===== config.mk =====
export PLATFORM = sky130hd
export DESIGN_NAME = sequenced_fragment_receiver
export DESIGN_NICKNAME = d
export VERILOG_FILES = /design/src/sv/sfr_pkg.sv /design/src/sv/sfr_csr.sv /design/src/sv/sfr_engine.sv /design/src/sv/sequenced_fragment_receiver.sv
export SDC_FILE = /design/constraint.sdc
export NUM_CORES = 1
export LEC_CHECK = 0
export BUFFER_PORTS_ARGS = -buffer_cell sky130_fd_sc_hd__buf_2
export CORE_MARGIN = 1
export CORE_UTILIZATION = 50
export DETAILED_ROUTE_END_ITERATION = 10
export PLACE_DENSITY = 0.71
export SYNTH_ARGS = -nofsm -noshare
export SYNTH_HDL_FRONTEND = slang
export SYNTH_SLANG_ARGS = --single-unit

===== constraint.sdc =====
create_clock -name clock -period 7 [get_ports clock]
set_input_delay 0.7 -clock clock [delete_from_list [all_inputs] [get_ports clock]]
set_output_delay 0.7 -clock clock [all_outputs]
set_load 0.05 [all_outputs]

===== src/sv/sfr_pkg.sv =====
// ----------------------------------------------------------------------------
// sfr_pkg
// Types and constants shared by the sequenced fragment receiver modules.
// ----------------------------------------------------------------------------
`default_nettype none

package sfr_pkg;

   localparam int SEQ_W     = 31;
   localparam int START_W   = 32;
   localparam int LEN_W     = 16;
   localparam int PAYLOAD_W = 14;
   localparam int VERDICT_W = 3;
   localparam int COUNT_W   = 16;
   localparam int OUT_W     = 15;
   localparam int FRAG_W    = 14;
   localparam int MAXMSG_W  = 16;
   localparam int CSR_IDX_W = 2;
   localparam int CSR_DAT_W = 16;

   localparam logic [VERDICT_W-1:0] VERDICT_DELIVER      = 3'd0;
   localparam logic [VERDICT_W-1:0] VERDICT_REASSEMBLED  = 3'd1;
   localparam logic [VERDICT_W-1:0] VERDICT_STORED       = 3'd2;
   localparam logic [VERDICT_W-1:0] VERDICT_BAD_CHECKSUM = 3'd3;
   localparam logic [VERDICT_W-1:0] VERDICT_OUT_OF_ORDER = 3'd4;
   localparam logic [VERDICT_W-1:0] VERDICT_MISSING      = 3'd5;
   localparam logic [VERDICT_W-1:0] VERDICT_ILLEGAL_LEN  = 3'd6;
   localparam logic [VERDICT_W-1:0] VERDICT_TOO_LARGE    = 3'd7;

   localparam logic [CSR_IDX_W-1:0] REG_FULL_FRAG_LEN   = 2'd0;
   localparam logic [CSR_IDX_W-1:0] REG_MAX_MESSAGE     = 2'd1;
   localparam logic [CSR_IDX_W-1:0] REG_CHECKSUM_ENABLE = 2'd2;

   localparam logic [FRAG_W-1:0]   FULL_FRAG_LEN_RESET = 14'd1300;
   localparam logic [MAXMSG_W-1:0] MAX_MESSAGE_RESET   = 16'd16384;

   typedef struct packed {
      logic [SEQ_W-1:0]          sequence_number;
      logic                      is_fragment;
      logic                      checksum_match;
      logic signed [START_W-1:0] fragment_start;
      logic signed [LEN_W-1:0]   fragment_bytes;
      logic [PAYLOAD_W-1:0]      payload_bytes;
   } sfr_item_type;

   typedef struct packed {
      logic [VERDICT_W-1:0] verdict;
      logic [COUNT_W-1:0]   dropped_count;
      logic [OUT_W-1:0]     write_offset;
      logic [OUT_W-1:0]     write_length;
      logic [OUT_W-1:0]     message_length;
   } sfr_result_type;

   typedef struct packed {
      logic [FRAG_W-1:0]   full_frag_len;
      logic [MAXMSG_W-1:0] max_message;
      logic                checksum_enable;
   } sfr_cfg_type;

endpackage

`default_nettype wire


===== src/sv/sfr_csr.sv =====
// ----------------------------------------------------------------------------
// sfr_csr
// Configuration registers: fragment size, message limit, checksum enable.
// ----------------------------------------------------------------------------
`default_nettype none

module sfr_csr
   import sfr_pkg::*;
(
   input  wire logic                 clock,
   input  wire logic                 reset,
   input  wire logic                 csr_write_enable,
   input  wire logic [CSR_IDX_W-1:0] csr_index,
   input  wire logic [CSR_DAT_W-1:0] csr_write_data,
   output sfr_cfg_type               cfg
);

   logic [FRAG_W-1:0]   full_frag_len_ff;
   logic [MAXMSG_W-1:0] max_message_ff;
   logic                checksum_enable_ff;

   always_ff @(posedge clock) begin
      if (reset) begin
         full_frag_len_ff   <= FULL_FRAG_LEN_RESET;
         max_message_ff     <= MAX_MESSAGE_RESET;
         checksum_enable_ff <= 1'b1;
      end else if (csr_write_enable) begin
         case (csr_index)
            REG_FULL_FRAG_LEN:   full_frag_len_ff   <= csr_write_data[FRAG_W-1:0];
            REG_MAX_MESSAGE:     max_message_ff     <= csr_write_data[MAXMSG_W-1:0];
            REG_CHECKSUM_ENABLE: checksum_enable_ff <= csr_write_data[0];
            default: ;
         endcase
      end
   end

   assign cfg.full_frag_len   = full_frag_len_ff;
   assign cfg.max_message     = max_message_ff;
   assign cfg.checksum_enable = checksum_enable_ff;

endmodule

`default_nettype wire


===== src/sv/sfr_engine.sv =====
// ----------------------------------------------------------------------------
// sfr_engine
// Sequence/reassembly state and the per-request decision logic.
// ----------------------------------------------------------------------------
`default_nettype none

module sfr_engine
   import sfr_pkg::*;
#(
   parameter int BUF_BYTES = 16384
)
(
   input  wire logic         clock,
   input  wire logic         reset,
   input  wire logic         advance,
   input  wire sfr_cfg_type  cfg,
   input  wire sfr_item_type item,
   output sfr_result_type    result
);

   localparam int AW = $clog2(BUF_BYTES + 1);
   localparam int SW = ((AW > OUT_W) ? AW : OUT_W) + 1;
   localparam int CW = (SW > MAXMSG_W) ? SW : MAXMSG_W;

   logic [SEQ_W-1:0]   last_seq_ff,   last_seq_in;
   logic [SEQ_W-1:0]   asm_seq_ff,    asm_seq_in;
   logic [AW-1:0]      asm_bytes_ff,  asm_bytes_in;
   logic [COUNT_W-1:0] gap_ff,        gap_in;

   logic               cs_bad;
   logic               order_bad;
   logic [SEQ_W-1:0]   gap_raw;
   logic [COUNT_W-1:0] gap_sat;
   logic [AW-1:0]      cur_bytes;
   logic               start_bad;
   logic [SW-1:0]      sum_bytes;
   logic               len_bad;
   logic               full_frag;
   logic               too_big;

   always_comb begin
      cs_bad    = cfg.checksum_enable && !item.checksum_match;
      order_bad = item.sequence_number <= last_seq_ff;
      gap_raw   = item.sequence_number - last_seq_ff - SEQ_W'(1);
      gap_sat   = (gap_raw[SEQ_W-1:COUNT_W] != '0) ? '1 : gap_raw[COUNT_W-1:0];
      cur_bytes = (item.sequence_number != asm_seq_ff) ? '0 : asm_bytes_ff;
      start_bad = item.fragment_start[START_W-1] ||
                  (item.fragment_start != START_W'(cur_bytes));
      sum_bytes = SW'(cur_bytes) + SW'(item.fragment_bytes[LEN_W-2:0]);
      len_bad   = item.fragment_bytes[LEN_W-1] ||
                  (item.fragment_bytes[LEN_W-2:0] > OUT_W'(item.payload_bytes)) ||
                  (sum_bytes > SW'(BUF_BYTES));
      full_frag = item.fragment_bytes == LEN_W'(cfg.full_frag_len);
      too_big   = CW'(sum_bytes) > CW'(cfg.max_message);
   end

   always_comb begin
      last_seq_in  = last_seq_ff;
      asm_seq_in   = asm_seq_ff;
      asm_bytes_in = asm_bytes_ff;
      gap_in       = gap_ff;

      result.verdict        = VERDICT_DELIVER;
      result.dropped_count  = gap_sat;
      result.write_offset   = '0;
      result.write_length   = '0;
      result.message_length = '0;

      if (cs_bad) begin
         result.verdict       = VERDICT_BAD_CHECKSUM;
         result.dropped_count = gap_ff;
      end else if (order_bad) begin
         result.verdict       = VERDICT_OUT_OF_ORDER;
         result.dropped_count = gap_ff;
      end else begin
         gap_in = gap_sat;
         if (!item.is_fragment) begin
            last_seq_in = item.sequence_number;
         end else begin
            asm_seq_in   = item.sequence_number;
            asm_bytes_in = cur_bytes;
            if (start_bad) begin
               result.verdict = VERDICT_MISSING;
            end else if (len_bad) begin
               result.verdict = VERDICT_ILLEGAL_LEN;
            end else begin
               result.write_offset = OUT_W'(cur_bytes);
               result.write_length = item.fragment_bytes[LEN_W-2:0];
               if (full_frag) begin
                  result.verdict = VERDICT_STORED;
                  asm_bytes_in   = AW'(sum_bytes);
               end else if (too_big) begin
                  result.verdict = VERDICT_TOO_LARGE;
                  asm_bytes_in   = AW'(sum_bytes);
               end else begin
                  result.verdict        = VERDICT_REASSEMBLED;
                  result.message_length = OUT_W'(sum_bytes);
                  asm_bytes_in          = '0;
                  last_seq_in           = item.sequence_number;
               end
            end
         end
      end
   end

   always_ff @(posedge clock) begin
      if (reset) begin
         last_seq_ff  <= '0;
         asm_seq_ff   <= '0;
         asm_bytes_ff <= '0;
         gap_ff       <= '0;
      end else if (advance) begin
         last_seq_ff  <= last_seq_in;
         asm_seq_ff   <= asm_seq_in;
         asm_bytes_ff <= asm_bytes_in;
         gap_ff       <= gap_in;
      end
   end

endmodule

`default_nettype wire


===== src/sv/sequenced_fragment_receiver.sv =====
// An accepted request is captured in the input register; its result is
// captured in the result register when it advances, raising rsp_valid.
// Throughput: one request per cycle; the input register holds one request
// while the result register waits on rsp_stall, and req_stall is raised.
// Reset: synchronous, active high; clears sequence/assembly state and
// restores full fragment length 1300, max_message 16384, checksum_enable 1.
`default_nettype none

// ----------------------------------------------------------------------------
// sequenced_fragment_receiver
// Checks order and fragment continuity of received datagram headers and
// reports the verdict, dropped count and payload copy window per request.
// ----------------------------------------------------------------------------

module sequenced_fragment_receiver
   import sfr_pkg::*;
#(
   parameter int FRAGMENT_BUFFER_BYTES = 16384
)
(
   input  wire logic                        clock,
   input  wire logic                        reset,

   input  wire logic                        req_valid,
   output logic                             req_stall,
   input  wire logic [SEQ_W-1:0]            req_sequence_number,
   input  wire logic                        req_is_fragment,
   input  wire logic                        req_checksum_match,
   input  wire logic signed [START_W-1:0]   req_fragment_start,
   input  wire logic signed [LEN_W-1:0]     req_fragment_bytes,
   input  wire logic [PAYLOAD_W-1:0]        req_payload_bytes,

   output logic                             rsp_valid,
   input  wire logic                        rsp_stall,
   output logic [VERDICT_W-1:0]             rsp_verdict,
   output logic [COUNT_W-1:0]               rsp_dropped_count,
   output logic [OUT_W-1:0]                 rsp_write_offset,
   output logic [OUT_W-1:0]                 rsp_write_length,
   output logic [OUT_W-1:0]                 rsp_message_length,

   input  wire logic                        csr_write_enable,
   input  wire logic [CSR_IDX_W-1:0]        csr_index,
   input  wire logic [CSR_DAT_W-1:0]        csr_write_data
);

   sfr_cfg_type    cfg;
   sfr_item_type   item_ff,  item_in;
   logic           in_valid_ff, in_valid_in;
   sfr_result_type rsp_ff,   rsp_in;
   logic           rsp_valid_ff, rsp_valid_in;
   sfr_result_type result;
   logic           advance;
   logic           accept;

   sfr_csr u_csr (
      .clock            (clock),
      .reset            (reset),
      .csr_write_enable (csr_write_enable),
      .csr_index        (csr_index),
      .csr_write_data   (csr_write_data),
      .cfg              (cfg)
   );

   sfr_engine #(
      .BUF_BYTES (FRAGMENT_BUFFER_BYTES)
   ) u_engine (
      .clock   (clock),
      .reset   (reset),
      .advance (advance),
      .cfg     (cfg),
      .item    (item_ff),
      .result  (result)
   );

   always_comb begin
      advance   = in_valid_ff && (!rsp_valid_ff || !rsp_stall);
      req_stall = in_valid_ff && !advance;
      accept    = req_valid && !req_stall;

      item_in.sequence_number = req_sequence_number;
      item_in.is_fragment     = req_is_fragment;
      item_in.checksum_match  = req_checksum_match;
      item_in.fragment_start  = req_fragment_start;
      item_in.fragment_bytes  = req_fragment_bytes;
      item_in.payload_bytes   = req_payload_bytes;

      in_valid_in  = accept || (in_valid_ff && !advance);
      rsp_valid_in = advance || (rsp_valid_ff && rsp_stall);
      rsp_in       = result;
   end

   always_ff @(posedge clock) begin
      if (reset) begin
         in_valid_ff  <= 1'b0;
         rsp_valid_ff <= 1'b0;
      end else begin
         in_valid_ff  <= in_valid_in;
         rsp_valid_ff <= rsp_valid_in;
      end
   end

   always_ff @(posedge clock) begin
      if (accept) begin
         item_ff <= item_in;
      end
      if (advance) begin
         rsp_ff <= rsp_in;
      end
   end

   assign rsp_valid          = rsp_valid_ff;
   assign rsp_verdict        = rsp_ff.verdict;
   assign rsp_dropped_count  = rsp_ff.dropped_count;
   assign rsp_write_offset   = rsp_ff.write_offset;
   assign rsp_write_length   = rsp_ff.write_length;
   assign rsp_message_length = rsp_ff.message_length;

`ifndef SYNTHESIS
   a_stall_only_when_full: assert property (@(posedge clock) disable iff (reset)
      req_stall |-> (in_valid_ff && rsp_valid_ff))
      else $error("request stalled while a stage is free");

   a_reject_copies_nothing: assert property (@(posedge clock) disable iff (reset)
      rsp_valid && (rsp_verdict == VERDICT_BAD_CHECKSUM ||
                    rsp_verdict == VERDICT_OUT_OF_ORDER ||
                    rsp_verdict == VERDICT_MISSING ||
                    rsp_verdict == VERDICT_ILLEGAL_LEN ||
                    rsp_verdict == VERDICT_DELIVER)
      |-> (rsp_write_offset == '0 && rsp_write_length == '0))
      else $error("copy window reported for a request that copies nothing");

   a_msg_len_only_reassembled: assert property (@(posedge clock) disable iff (reset)
      rsp_valid && rsp_verdict != VERDICT_REASSEMBLED |-> rsp_message_length == '0)
      else $error("message length reported without reassembly");

   a_advance_fills_output: assert property (@(posedge clock) disable iff (reset)
      advance |=> rsp_valid_ff)
      else $error("processed request did not reach the result register");
`endif

endmodule

`default_nettype wire

### After elaboration in Yosys (flattened, before gate mapping)

Index checks and enable logic that the tools add are counted.

| word-level totals | value |
|---|---|
| register bits | 285 |
| input port bits | 118 |
| output and inout port bits | 66 |
| word-level logic and storage cells | 84 |

| cells by class | value |
|---|---|
| add/subtract/negate cells | 3 |
| $lt $le $gt $ge | 4 |
| equality and inequality tests | 9 |
| mux-type cells | 19 |
| bitwise gates (word level) | 3 |
| reduce and logical (&&, ||, !) cells | 26 |

Operators by type and width:

| cell | number |
|---|---|
| 2-to-1 mux 31 bit | 5 |
| 2-to-1 mux 15 bit | 5 |
| 2-to-1 mux 16 bit | 3 |
| != test 32 x 15 -> 1 bit | 1 |
| less-or-equal comparator 31 bit | 1 |
| != test 31 bit | 1 |
| subtractor 31 x 1 -> 31 bit (second input constant) | 1 |
| subtractor 31 bit | 1 |
| 2-to-1 mux 3 bit | 6 |
| adder 15 x 15 -> 16 bit | 1 |
| == test 16 x 14 -> 1 bit | 1 |
| > comparator 16 x 15 -> 1 bit (second input constant) | 1 |
| > comparator 16 bit | 1 |
| > comparator 15 x 14 -> 1 bit | 1 |
| nonzero test 15 bit | 1 |
| != test 2 bit (second input constant) | 4 |
| AND reduction 2 bit | 4 |
| AND reduction 7 bit | 1 |
| OR reduction 7 bit | 1 |
| logical OR 1 bit | 6 |
| logical AND 1 bit | 5 |
| zero test 1 bit | 5 |
| OR reduction 5 bit | 1 |
| AND reduction 4 bit | 1 |
| 4 further kinds | 6 |

### Logic depth before layout (Yosys ltp)

Gate-level depths: netlist (run 1).

| depth | value |
|---|---|
| word-level depth | 10 |
| gate-level depth with buffers | 28 |
| mapped depth without buffers | 25 |

### Hierarchy

Synthesis (run 1) repeated with hierarchy kept, for this count alone.

| unflattened totals | value |
|---|---|
| cells, all modules | 1,377 |
| area total of the unflattened synthesis | 14,323.7 µm² |

Modules (own cells, without submodules):

| module | times used | cells each | area an instance (µm²) | seq. area each (µm²) |
|---|---|---|---|---|
| sfr_engine | 1 | 1,080 | 8,152.8 | 1,861.8 |
| sequenced_fragment_receiver | 1 | 169 | 4,860.9 | 4,814.6 |
| sfr_csr | 1 | 128 | 1,310.0 | 620.6 |

### Worst setup path before layout (run 1)

Ideal clock, no wire load.

| timing path | value |
|---|---|
| path type | register to register |
| from | register item_ff[65] in the netlist's numbering |
| to | register u_engine.last_seq_ff[0] |
| library setup time | 128 ps |
| data arrival time | 5,992 ps |
| data required time | 6,872 ps |
| slack | 880 ps |
| cell stages (with the launch flop) | 27 |
| buffers on the path | 3 |
| period minus slack after synthesis | 6,120 ps |
| path through | edfxtp_1 > xor2_1 > nor4_1 > nand4_2 > nor3_2 > clkbuf_1 > clkbuf_1 > and2_1 > ha_1 > a21o_1 > a31o_2 > o21ai_0 > nand2b_1 > a21o_1 > a21o_1 > a21oi_1 > xnor2_1 > ha_1 > nand4_1 > or4_1 > a31oi_1 > nor4_1 > and4_1 > a21oi_1 > buf_2 > mux2i_1 > nor2_1 |

| between the ends | value |
|---|---|
| word-level cells in the longest chain between the ends | 7 |
| elaborated cells between the ends (all ways) | 14 |
| classes of those cells | add/sub: 1; order compare: 3; eq/ne: 5; mux: 1; bitwise: 1; reduce/logical: 3 |

RTL lines:

| item | RTL line | RTL |
|---|---|---|
| start, declared | sequenced_fragment_receiver.sv:47 | `sfr_item_type item_ff, item_in;` |
| start signal, assigned | sequenced_fragment_receiver.sv:104 | `item_ff <= item_in;` |
| != test 31 bit * | sfr_engine.sv:46 | `cur_bytes = (item.sequence_number != asm_seq_ff) ? '0 : asm_bytes_ff;` |
| 2-to-1 mux 15 bit * | sfr_engine.sv:46 |  |
| named net u_engine.cur_bytes[4] | sfr_engine.sv:34 | `logic [AW-1:0] cur_bytes;` |
| adder 15 x 15 -> 16 bit * | sfr_engine.sv:49 | `sum_bytes = SW'(cur_bytes) + SW'(item.fragment_bytes[LEN_W-2:0]);` |
| named net u_engine.sum_bytes[9] | sfr_engine.sv:36 | `logic [SW-1:0] sum_bytes;` |
| > comparator 16 x 15 -> 1 bit | sfr_engine.sv:52 | `(sum_bytes > SW'(BUF_BYTES));` |
| logical OR 1 bit | sfr_engine.sv:51 | `(item.fragment_bytes[LEN_W-2:0] > OUT_W'(item.payload_bytes)) \|\|` |
| != test 2 bit (no source line) | -- |  |
| AND reduction 7 bit (no source line) * | -- |  |
| end signal, assigned | sfr_engine.sv:113 | `last_seq_ff <= last_seq_in;` |
| end, declared | sfr_engine.sv:25 | `logic [SEQ_W-1:0] last_seq_ff, last_seq_in;` |

The timed path passes the listed nets; every way through them passes the cells marked *.
A chain may end at the register's enable or synchronous reset.

### Worst setup path after layout (run 1)

| timing path | value |
|---|---|
| from | register item_ff[79] in the netlist's numbering |
| to | register u_engine.last_seq_ff[30] |

The elaborated chain is that of the path after synthesis.

==> results of run 1 <==
[timing repair]
action                                 4_1_cts  5_1_grt
buffers inserted                             0        3
endpoints found under the hold margin        0        0
setup endpoints to repair                    0       33
resized for setup                            0        1
[worst min-delay path by stage]
stage | startpoint | slack, ps | endpoint
3_3_place_gp | u_csr.max_message_ff[11] | 450 | u_csr.max_message_ff[11]
5_1_grt | req_payload_bytes[10] | 300 | item_ff[10]
6_report | req_sequence_number[22] | 320 | item_ff[86]
3_5_place_dp | u_csr.max_message_ff[8] | 450 | u_csr.max_message_ff[8]
4_1_cts | req_fragment_start[22] | 300 | item_ff[52]
2_1_floorplan | u_csr.max_message_ff[10] | 440 | u_csr.max_message_ff[10]
[final cells by class]
| type | instances | area (sq um) | area share |
|---|---|---|---|
| diodes | 2 | 5.00 | 0.000304 |
| repair buffers | 204 | 1090 | 0.0660 |
| multi-input cells | 915 | 6220 | 0.378 |
| well taps | 372 | 465 | 0.0283 |
| flip-flops and latches | 285 | 7300 | 0.444 |
| clock buffers | 36 | 815 | 0.0495 |
| clock inverters | 20 | 219 | 0.0133 |
| inverters | 90 | 338 | 0.0205 |
[per-stage QoR]
stage	util	hold WS (ps)	instances
4_1_cts	0.602	296	1919
5_1_grt	0.603	299	1924
3_5_place_dp	0.564	449	1863
3_3_place_gp	0.564	446	1863
6_report	0.603	317	1924
2_1_floorplan	-	436	1340
[layer usage]
metal  track usage  share of wire
met5             0        0.00062
met4        0.0819          0.032
met3        0.0441          0.062
met2         0.416           0.45
met1         0.356           0.45
[power groups by stage]
stage	clock (W)	sequential [W]	combinational, W
after floorplan	0	0.00197	0.000255
after global placement	0	0.00193	0.000446
after detailed placement	0	0.00193	0.000451
after CTS	0.00168	0.00189	0.000455
after global routing	0.00174	0.00190	0.000498
final	0.00165	0.00189	0.000458
[logic make-up after synthesis]
logic type | Yosys count | share of synthesized area
other | 1 | 0.000267
buffers and inverters | 140 | 0.0384
adder cells (fa/ha/maj) | 79 | 0.0716
multiplexers | 37 | 0.0266
AO/OA/AOI/OAI | 301 | 0.145
flip-flops | 285 | 0.520
XOR/XNOR | 82 | 0.0512
AND/OR/NAND/NOR | 415 | 0.147
[worst register-to-register path, cell delays in order (launching register included)]
cell and delay (ps):
edfxtp_1 450, xnor2_1 440, nand4_1 520, nor3_4 510, and2_1 190, ha_1 280, a21o_1 220, a31o_2 250
o21ai_0 260, nand2b_1 90, a21o_1 180, a21o_1 160, a21oi_1 160, xnor2_1 140, ha_1 320, nand4_1 110
or4_1 510, a31oi_1 310, nor4_1 90, and4_1 260, a21oi_4 170, buf_12 270, mux2i_1 250, nor2_1 60
[cells in the mapped netlist, drive strengths merged, types with 16 or more instances]
library cell / n / area share
nor2: 68 / 0.018
o21ai: 41 / 0.015
o22a: 16 / 0.010
inv: 90 / 0.024
xor2: 55 / 0.034
ha: 77 / 0.069
a21o: 22 / 0.012
nand2: 172 / 0.046
and2: 28 / 0.012
a21oi: 110 / 0.039
nand4: 20 / 0.0094
nand3: 16 / 0.0057
edfxtp: 159 / 0.34
clkbuf: 43 / 0.012
dfxtp: 126 / 0.18
xnor2: 27 / 0.017
nor4: 31 / 0.014
mux2i: 35 / 0.025
and3: 28 / 0.012
[sequential cells by signal, summed over array words and instances, names as in the netlist, 3 cells and up]
signal,cells
rsp_write_offset,15
u_engine.asm_bytes_ff,15
item_ff,95
rsp_dropped_count,16
rsp_write_length,15
u_engine.asm_seq_ff,31
rsp_message_length,15
rsp_verdict,3
u_engine.gap_ff,16
u_csr.max_message_ff,16
u_csr.full_frag_len_ff,14
u_engine.last_seq_ff,31
==> impl_metrics.yaml, run 1 <==
route:
  firstDrtPassIters: 5
  finalWirelength_mm: 37.2
  wl_per_cell_um: 19.3
  vias: 10800
  ant_nets: 0
  drtIter0Drc: 910
  drc: 0
  via_per_inst: 5.62
sta:
  fin_worst_skew_ps: 9.94
  hold_violations: 0
  finalSetupTns_ps: 0
  setup_viol: 0
  period_needed_ps: 6330
  fin_crit_sh: 0.904
  slew_violations: 0
  setup_ws_ps: 674
  max_freq_mhz: 158
  max-slew-margin-rel: 0.183
  worstMarginPinSlew_ps: 1230
  rsz0062_at_grt: "false"
worst_setup_path:
  critPathCapture: "u_engine.last_seq_ff[30]"
  r2r-end: "u_engine.last_seq_ff[30]"
  arrival_ps: 6740
  cp_num_buf_inv: 1
  worst-r2r-cell-count: 23
  cp_num_cells: 23
  crit_family: "simple AND/OR/NAND/NOR gates"
  reg2reg_slack_ps: 670
  cp-end-kind: "register"
  path_cells: "xnor2_1, nand4_1, nor3_4, and2_1, ha_1, a21o_1, a31o_2, o21ai_0, nand2b_1, a21o_1, a21o_1, a21oi_1, xnor2_1, ha_1, nand4_1, or4_1, a31oi_1, nor4_1, and4_1, a21oi_4, buf_12, mux2i_1, nor2_1"
  startpoint: "item_ff[79]"
  crit_fanout: 31
  cp_common_cell: "a21o_1"
  critPathRequiredTime_ps: 7410
  critPathKind: "reg -> reg"
  slowest_stage: "nand4_1"
  critPathLaunchType: "register"
  r2r_start: "item_ff[79]"
  slowest_delay_ps: 520
cells_and_area:
  final_common_cell: "buf_2"
  layout_common_cells: "buf_2 (183), nand2_1 (172), edfxtp_1 (159)"
  layout.nets: 1723
  fillers: 2325
  fin_area_sq_um: 16400
  drive_above_1_share: 0.187
  syn_to_final_growth_pct: 17.3
power_and_ir_drop:
  p_leak_nw: 6.83
  clkPwrFrac: 0.413
  p_total_w: 0.00400
  sw_frac_of_total: 0.248
  p_seq_frac: 0.473
  power_frac_comb: 0.114
  power_density_nw_per_um2: 243
  switching_power_w: 0.000993
  cell_internal_pwr_w: 0.00301
  max-vdd-ir-drop_uv: 194
flow_run:
  cap_violations: 0
global_route:
  grt_max_degree: 80
  grt_pass1_vias: 10400
  antenna_found_initial: 5
  grt_pass1_wl_mm: 57.3
  track_usage: 0.259
  grt_overflow_total: 0
status:
  run_status: "completed"
worst_hold_path:
  hp-class: "in -> reg"
  holdPathStages: 1
cts:
  numCtsBuffers: 30
  h-tree-depth: 1
  clkTransAtPathRegs_ps: 60
  cts_root_buf: "clkbuf_16"
  holdBufCountCts: 0
  insertion_delay_ps: 560
  cts_tree: "done"
  cts.path.max_buffers: 3
  cts.sinks: 285
synth:
  seq_area_frac_synth: 0.520
  synthCells: 1340
  avgSynthCellArea_sq_um: 10.5
  ys_async_sr_fraction: 0
  syn_area_sq_um: 14000
  synth_nets: 1537
  synth-edff-count: 159
  ys_ff_latch: 285
  ys.flop_type: "edfxtp_1"
  yosysWarnings: 0
  synth.distinct_cells: 75
floorplanning:
  die_width_um: 169
  row_count: 60
  fp.dieH_um: 169
  die_area_sq_um: 28700
  ios: 184
  fp.coreArea_sq_um: 27300
  initial_core_util: 0.515
placement:
  dp_hpwl_mm: 27.2
  dp_slack_ps: 444
  placed_cell_area_sq_um: 15400
  gp_congestion: 0.938
  io_buffers: 183
Note: power is estimated with default switching activity, not from simulation.
==> inputs of run 2 (changes only) <==
--- a/config.mk
+++ b/config.mk
@@ -5,11 +5,12 @@
 export SDC_FILE = /design/constraint.sdc
 export NUM_CORES = 1
 export LEC_CHECK = 0
+export ABC_AREA = 1
 export BUFFER_PORTS_ARGS = -buffer_cell sky130_fd_sc_hd__buf_2
 export CORE_MARGIN = 1
 export CORE_UTILIZATION = 50
 export DETAILED_ROUTE_END_ITERATION = 10
-export PLACE_DENSITY = 0.71
+export PLACE_DENSITY = 0.7
 export SYNTH_ARGS = -nofsm -noshare
 export SYNTH_HDL_FRONTEND = slang
 export SYNTH_SLANG_ARGS = --single-unit
==> impl_metrics.yaml, run 2 <==
cells_and_area:
  multi_input_area_sq_um: 6660
  regMostFlops: "item_ff"
  regArea_sq_um: 7300
  final_common_cell: "nand2_1"
  layout.nets: 2256
  reg_top3: "item_ff: 95 flops, u_engine.asm_seq_ff: 31 flops, u_engine.last_seq_ff: 31 flops"
  drive_above_1_share: 0.143
  syn_to_final_growth_pct: 14.9
  fin_area_sq_um: 17500
  layout_common_cells: "nand2_1 (443), inv_1 (264), nor2_1 (229)"
  largest_reg_flops: 95
  fillers: 2719
route:
  firstDrtPassIters: 5
  finalWirelength_mm: 40.6
  ant_nets: 0
  drc: 0
  vias: 12800
  drtIter0Drc: 928
  wl_per_cell_um: 16.4
  via_per_inst: 5.16
placement:
  placed_cell_area_sq_um: 16500
  gp_congestion: 0.948
  dp_hpwl_mm: 30.5
  io_buffers: 183
global_route:
  grt_pass1_wl_mm: 62.3
  antenna_found_initial: 2
  grt_pass1_vias: 12000
  track_usage: 0.258
  grt_overflow_total: 0
  grt_max_degree: 117
cts:
  h-tree-depth: 1
  cts.sinks: 285
  cts.path.max_buffers: 3
  cts_setup_buffers: 0
  clkTransAtPathRegs_ps: 60
  cts-resized-gates: 0
  holdBufCountCts: 0
  cts_root_buf: "clkbuf_16"
  numCtsBuffers: 31
  insertion_delay_ps: 590
  cts_tree: "done"
worst_setup_path:
  cp-end-kind: "register"
  critPathLaunchType: "register"
  critPathKind: "reg -> reg"
  slowest_delay_ps: 710
  critPathCapture: "rsp_message_length[3]"
  worst-r2r-cell-count: 29
  crit_fanout: 17
  arrival_ps: 6410
  startpoint: "item_ff[83]"
  cp_common_cell: "nand2_1"
  r2r-end: "rsp_message_length[3]"
  r2r_start: "item_ff[83]"
  critPathRequiredTime_ps: 7300
  reg2reg_slack_ps: 880
  slowest_stage: "nor2_2"
sta:
  setup_viol: 0
  slew_violations: 0
  fin_worst_skew_ps: 29.0
  period_needed_ps: 6120
  finalSetupTns_ps: 0
  rsz0062_at_grt: "false"
  hold_violations: 0
  worstMarginPinSlew_ps: 1200
  max_freq_mhz: 163
  fin_crit_sh: 0.874
  max-slew-margin-rel: 0.200
synth:
  synth_top_cell_area_share: 0.314
  syn_area_sq_um: 15200
  ys_async_sr_fraction: 0
  synth_largest_area_cell: "edfxtp_1"
  ys.flop_type: "edfxtp_1"
  synthCells: 1890
  ys_ff_latch: 285
  synth_common_cells: "nand2_1 (443), inv_1 (265), nor2_1 (231), edfxtp_1 (159), a21oi_1 (129)"
  synth.distinct_cells: 42
  synth-edff-count: 159
  avgSynthCellArea_sq_um: 8.06
  synth_nets: 2087
  synth.most_common_cell: "nand2_1"
  yosysWarnings: 0
  seq_area_frac_synth: 0.479
  synth.area.top_cells: "edfxtp_1 (31%), dfxtp_1 (17%), nand2_1 (11%)"
flow_run:
  cap_violations: 0
floorplanning:
  ios: 184
  die_width_um: 176
  row_count: 63
  fp.dieH_um: 176
  fp.coreArea_sq_um: 29800
  die_area_sq_um: 31200
  initial_core_util: 0.511
power_and_ir_drop:
  power_density_nw_per_um2: 233
  p_leak_nw: 8.06
  max-vdd-ir-drop_uv: 179
status:
  run_status: "completed"
worst_hold_path:
  hp-class: "in -> reg"
==> run 2: worst min-delay path by stage <==
stage	cells past startpoint	end	from
2_1_floorplan	2	u_csr.max_message_ff[10]	u_csr.max_message_ff[10]
3_3_place_gp	2	u_engine.asm_seq_ff[15]	u_engine.asm_seq_ff[15]
3_5_place_dp	2	u_csr.max_message_ff[8]	u_csr.max_message_ff[8]
4_1_cts	1	item_ff[4]	req_payload_bytes[4]
5_1_grt	1	item_ff[6]	req_payload_bytes[6]
6_report	1	item_ff[83]	req_sequence_number[19]
==> run 2: critical path, delay by kind of cell, from the launching register on <==
family,cells,cell delay [ps]
xor+xnor,1,360
compound gates,3,590
buf+inv,6,1050
simple gates,17,2870
flops,1,440
fa+ha+maj,2,490
==> run 2: cell type report <==
cell class,count,share of cell area
flip-flops and latches,285,0.417
multi-input cells,1277,0.381
inverters,271,0.0583
repair buffers,193,0.0567
clock buffers,36,0.0472
well taps,390,0.0279
clock inverters,22,0.0117
diodes,2,0.000286
==> run 2: cells by family after synthesis <==
group,share of synthesized area
DFF,0.479
and+or+nand+nor,0.245
AOI/OAI and AO/OA,0.0998
buffers and inverters,0.0842
xor gates and xnor gates,0.0259
other,0.000246
adders and majority gates,0.0659
==> run 2: per-layer routing <==
metal  GRT usage  vias to the layer above  routed length, um
li1            -                     6493                  -
met1       0.310                     5863              16900
met2       0.474                      345              20600
met3      0.0271                       72               1810
met4      0.0923                        0               1250
met5           0                        -                  0
==> run 2: power by group <==
group | total (W) | switching, W | internal (W) | leakage [nW]
clock | 0.00163 | 0.000677 | 0.000956 | 0.503
combinational | 0.000537 | 0.000363 | 0.000174 | 4.97
sequential | 0.00190 | 0.0000482 | 0.00185 | 2.58
total | 0.00407 | 0.00109 | 0.00298 | 8.06
==> run 2: through the flow <==
| step | utilization | hold slack, ps | worst slack, ps | cells | total power (W) |
|---|---|---|---|---|---|
| floorplan | - | 435 | 1890 | 1890 | 0.00229 |
| global placement | 0.552 | 453 | 936 | 2416 | 0.00246 |
| detailed placement | 0.552 | 454 | 982 | 2416 | 0.00247 |
| CTS | 0.587 | 271 | 940 | 2474 | 0.00410 |
| global route | 0.587 | 274 | 425 | 2476 | 0.00424 |
| finish | 0.587 | 288 | 882 | 2476 | 0.00407 |
==> inputs of run 3 (changes only) <==
--- a/config.mk
+++ b/config.mk
@@ -10,7 +10,7 @@
 export CORE_MARGIN = 1
 export CORE_UTILIZATION = 50
 export DETAILED_ROUTE_END_ITERATION = 10
-export PLACE_DENSITY = 0.7
+export PLACE_DENSITY = 0.77
 export SYNTH_ARGS = -nofsm -noshare
 export SYNTH_HDL_FRONTEND = slang
 export SYNTH_SLANG_ARGS = --single-unit
==> impl_metrics.yaml, run 3 (same netlist as run 2, synthesis figures left out) <==
worst_setup_path:
  crit_family: "simple AND/OR/NAND/NOR gates"
  slowest_stage: "edfxtp_1"
  cp_num_buf_inv: 5
  cp_common_cell: "nand2_1"
  cp-end-kind: "register"
  crit_fanout: 22
  critPathRequiredTime_ps: 7320
  critPathKind: "reg -> reg"
  slowest_delay_ps: 500
  critPathLaunchType: "register"
  reg2reg_slack_ps: 1340
  cp_num_cells: 28
  r2r-end: "rsp_message_length[3]"
  worst-r2r-cell-count: 28
  arrival_ps: 5980
  r2r_start: "item_ff[91]"
global_route:
  grt_pass1_wl_mm: 63.4
  antenna_found_initial: 3
  track_usage: 0.261
  grt_overflow_total: 0
  grt_max_degree: 117
  grt_pass1_vias: 12400
cts:
  cts.sinks: 285
  holdBufCountCts: 0
  cts_root_buf: "clkbuf_16"
  h-tree-depth: 1
  insertion_delay_ps: 580
  numCtsBuffers: 31
  cts_tree: "done"
  cts_setup_buffers: 0
  clkTransAtPathRegs_ps: 60
  cts.path.max_buffers: 3
  cts-resized-gates: 0
worst_hold_path:
  holdPathStages: 1
  hp-class: "in -> reg"
  hold_path_startpoint: "req_payload_bytes[11]"
  hold_end: "item_ff[11]"
cells_and_area:
  reg_top3: "item_ff: 95 flops, u_engine.asm_seq_ff: 31 flops, u_engine.last_seq_ff: 31 flops"
  syn_to_final_growth_pct: 14.9
  layout.nets: 2258
  regMostFlops: "item_ff"
  drive_above_1_share: 0.143
  final_common_cell: "nand2_1"
  layout_common_cells: "nand2_1 (443), inv_1 (264), nor2_1 (229)"
  largest_reg_flops: 95
  stdcell_count: 2479
sta:
  setup_viol: 0
  worstMarginPinSlew_ps: 1220
  slew_violations: 0
  max-slew-margin-rel: 0.183
  holdWs_ps: 292
  max_freq_mhz: 177
  hold_violations: 0
  rsz0062_at_grt: "false"
  period_needed_ps: 5660
  fin_worst_skew_ps: 33.3
  fin_crit_sh: 0.809
  finalSetupTns_ps: 0
placement:
  gp_congestion: 0.937
  dp_hpwl_mm: 30.7
  io_buffers: 183
  dp_cells: 2418
status:
  run_status: "completed"
floorplanning:
  die_width_um: 176
  row_count: 63
  die_area_sq_um: 31200
  initial_core_util: 0.511
  ios: 184
  fp.dieH_um: 176
  fp.coreArea_sq_um: 29800
route:
  finalWirelength_mm: 40.6
  vias: 13000
  via_per_inst: 5.24
  wl_per_cell_um: 16.4
  ant_nets: 0
  drc: 0
  drtIter0Drc: 1162
  firstDrtPassIters: 7
power_and_ir_drop:
  p_leak_nw: 8.06
  max-vdd-ir-drop_uv: 224
  power_density_nw_per_um2: 231
flow_run:
  cap_violations: 0
## run 3: cell types whose count changed in the layout (fill, tap and decap cells not counted)
cell,change
clkbuf_1,+6
clkinv_2,-1
clkbuf_8,+4
clkinv_1,-5
inv_16,-1
clkinvlp_4,-3
inv_8,+1
clkbuf_16,-1
bufinv_16,-1
buf_4,+2
inv_6,+1
diode_2,+1
## run 3: final cells by class
cell class / instances / area, sq um
Antenna cell: 3 / 7.51
Clock inverter: 13 / 128
Inverter: 271 / 1020
Clock buffer: 45 / 878
Multi-Input combinational cell: 1277 / 6660
Sequential cell: 285 / 7300
Tap cell: 390 / 488
Timing Repair Buffer: 195 / 1010
Fill cell: 2659 / 12300
## run 3: per-stage QoR
step	setup slack (ps)	util	power [W]	instance area (sq um)
after global routing	876	0.587	0.00419	17500
after global placement	1620	0.553	0.00245	16500
after floorplan	1890	-	0.00229	15200
final	1340	0.587	0.00404	17500
after detailed placement	1420	0.553	0.00246	16500
after CTS	1410	0.587	0.00406	17500
## run 3: worst reg2reg max path, delay by kind of cell, from the launching register on
family / cells / cell delay, ps
xor+xnor: 2 / 560
fa+ha+maj: 2 / 460
simple gates: 16 / 2360
compound gates: 3 / 590
buf+inv: 5 / 960
flops: 1 / 500
## run 3: layer usage
metal,wire length [um],global-route usage,up-vias,share of wire
met2,20400,0.472,420,0.50
met1,16300,0.312,5982,0.40
li1,-,-,6488,-
met3,2090,0.0267,95,0.052
met4,1780,0.115,0,0.044
met5,0,0,-,0
## run 3: how the worst max path moves through the flow
stage                           start                       end  slack (ps)
after floorplan             rsp_stall  u_engine.asm_bytes_ff[0]        1890
after global placement    item_ff[87]    rsp_message_length[14]        1620
after detailed placement  item_ff[91]     rsp_message_length[3]        1420
after CTS                 item_ff[65]     rsp_message_length[3]        1410
after global routing      item_ff[91]  u_engine.last_seq_ff[17]         880
final                     item_ff[91]     rsp_message_length[3]        1340
## run 3: power by group
group          total [W]  internal, W  switching [W]  leakage [nW]
clock network    0.00161     0.000944       0.000668         0.501
logic           0.000529     0.000173       0.000356          4.98
registers        0.00190      0.00185      0.0000500          2.58
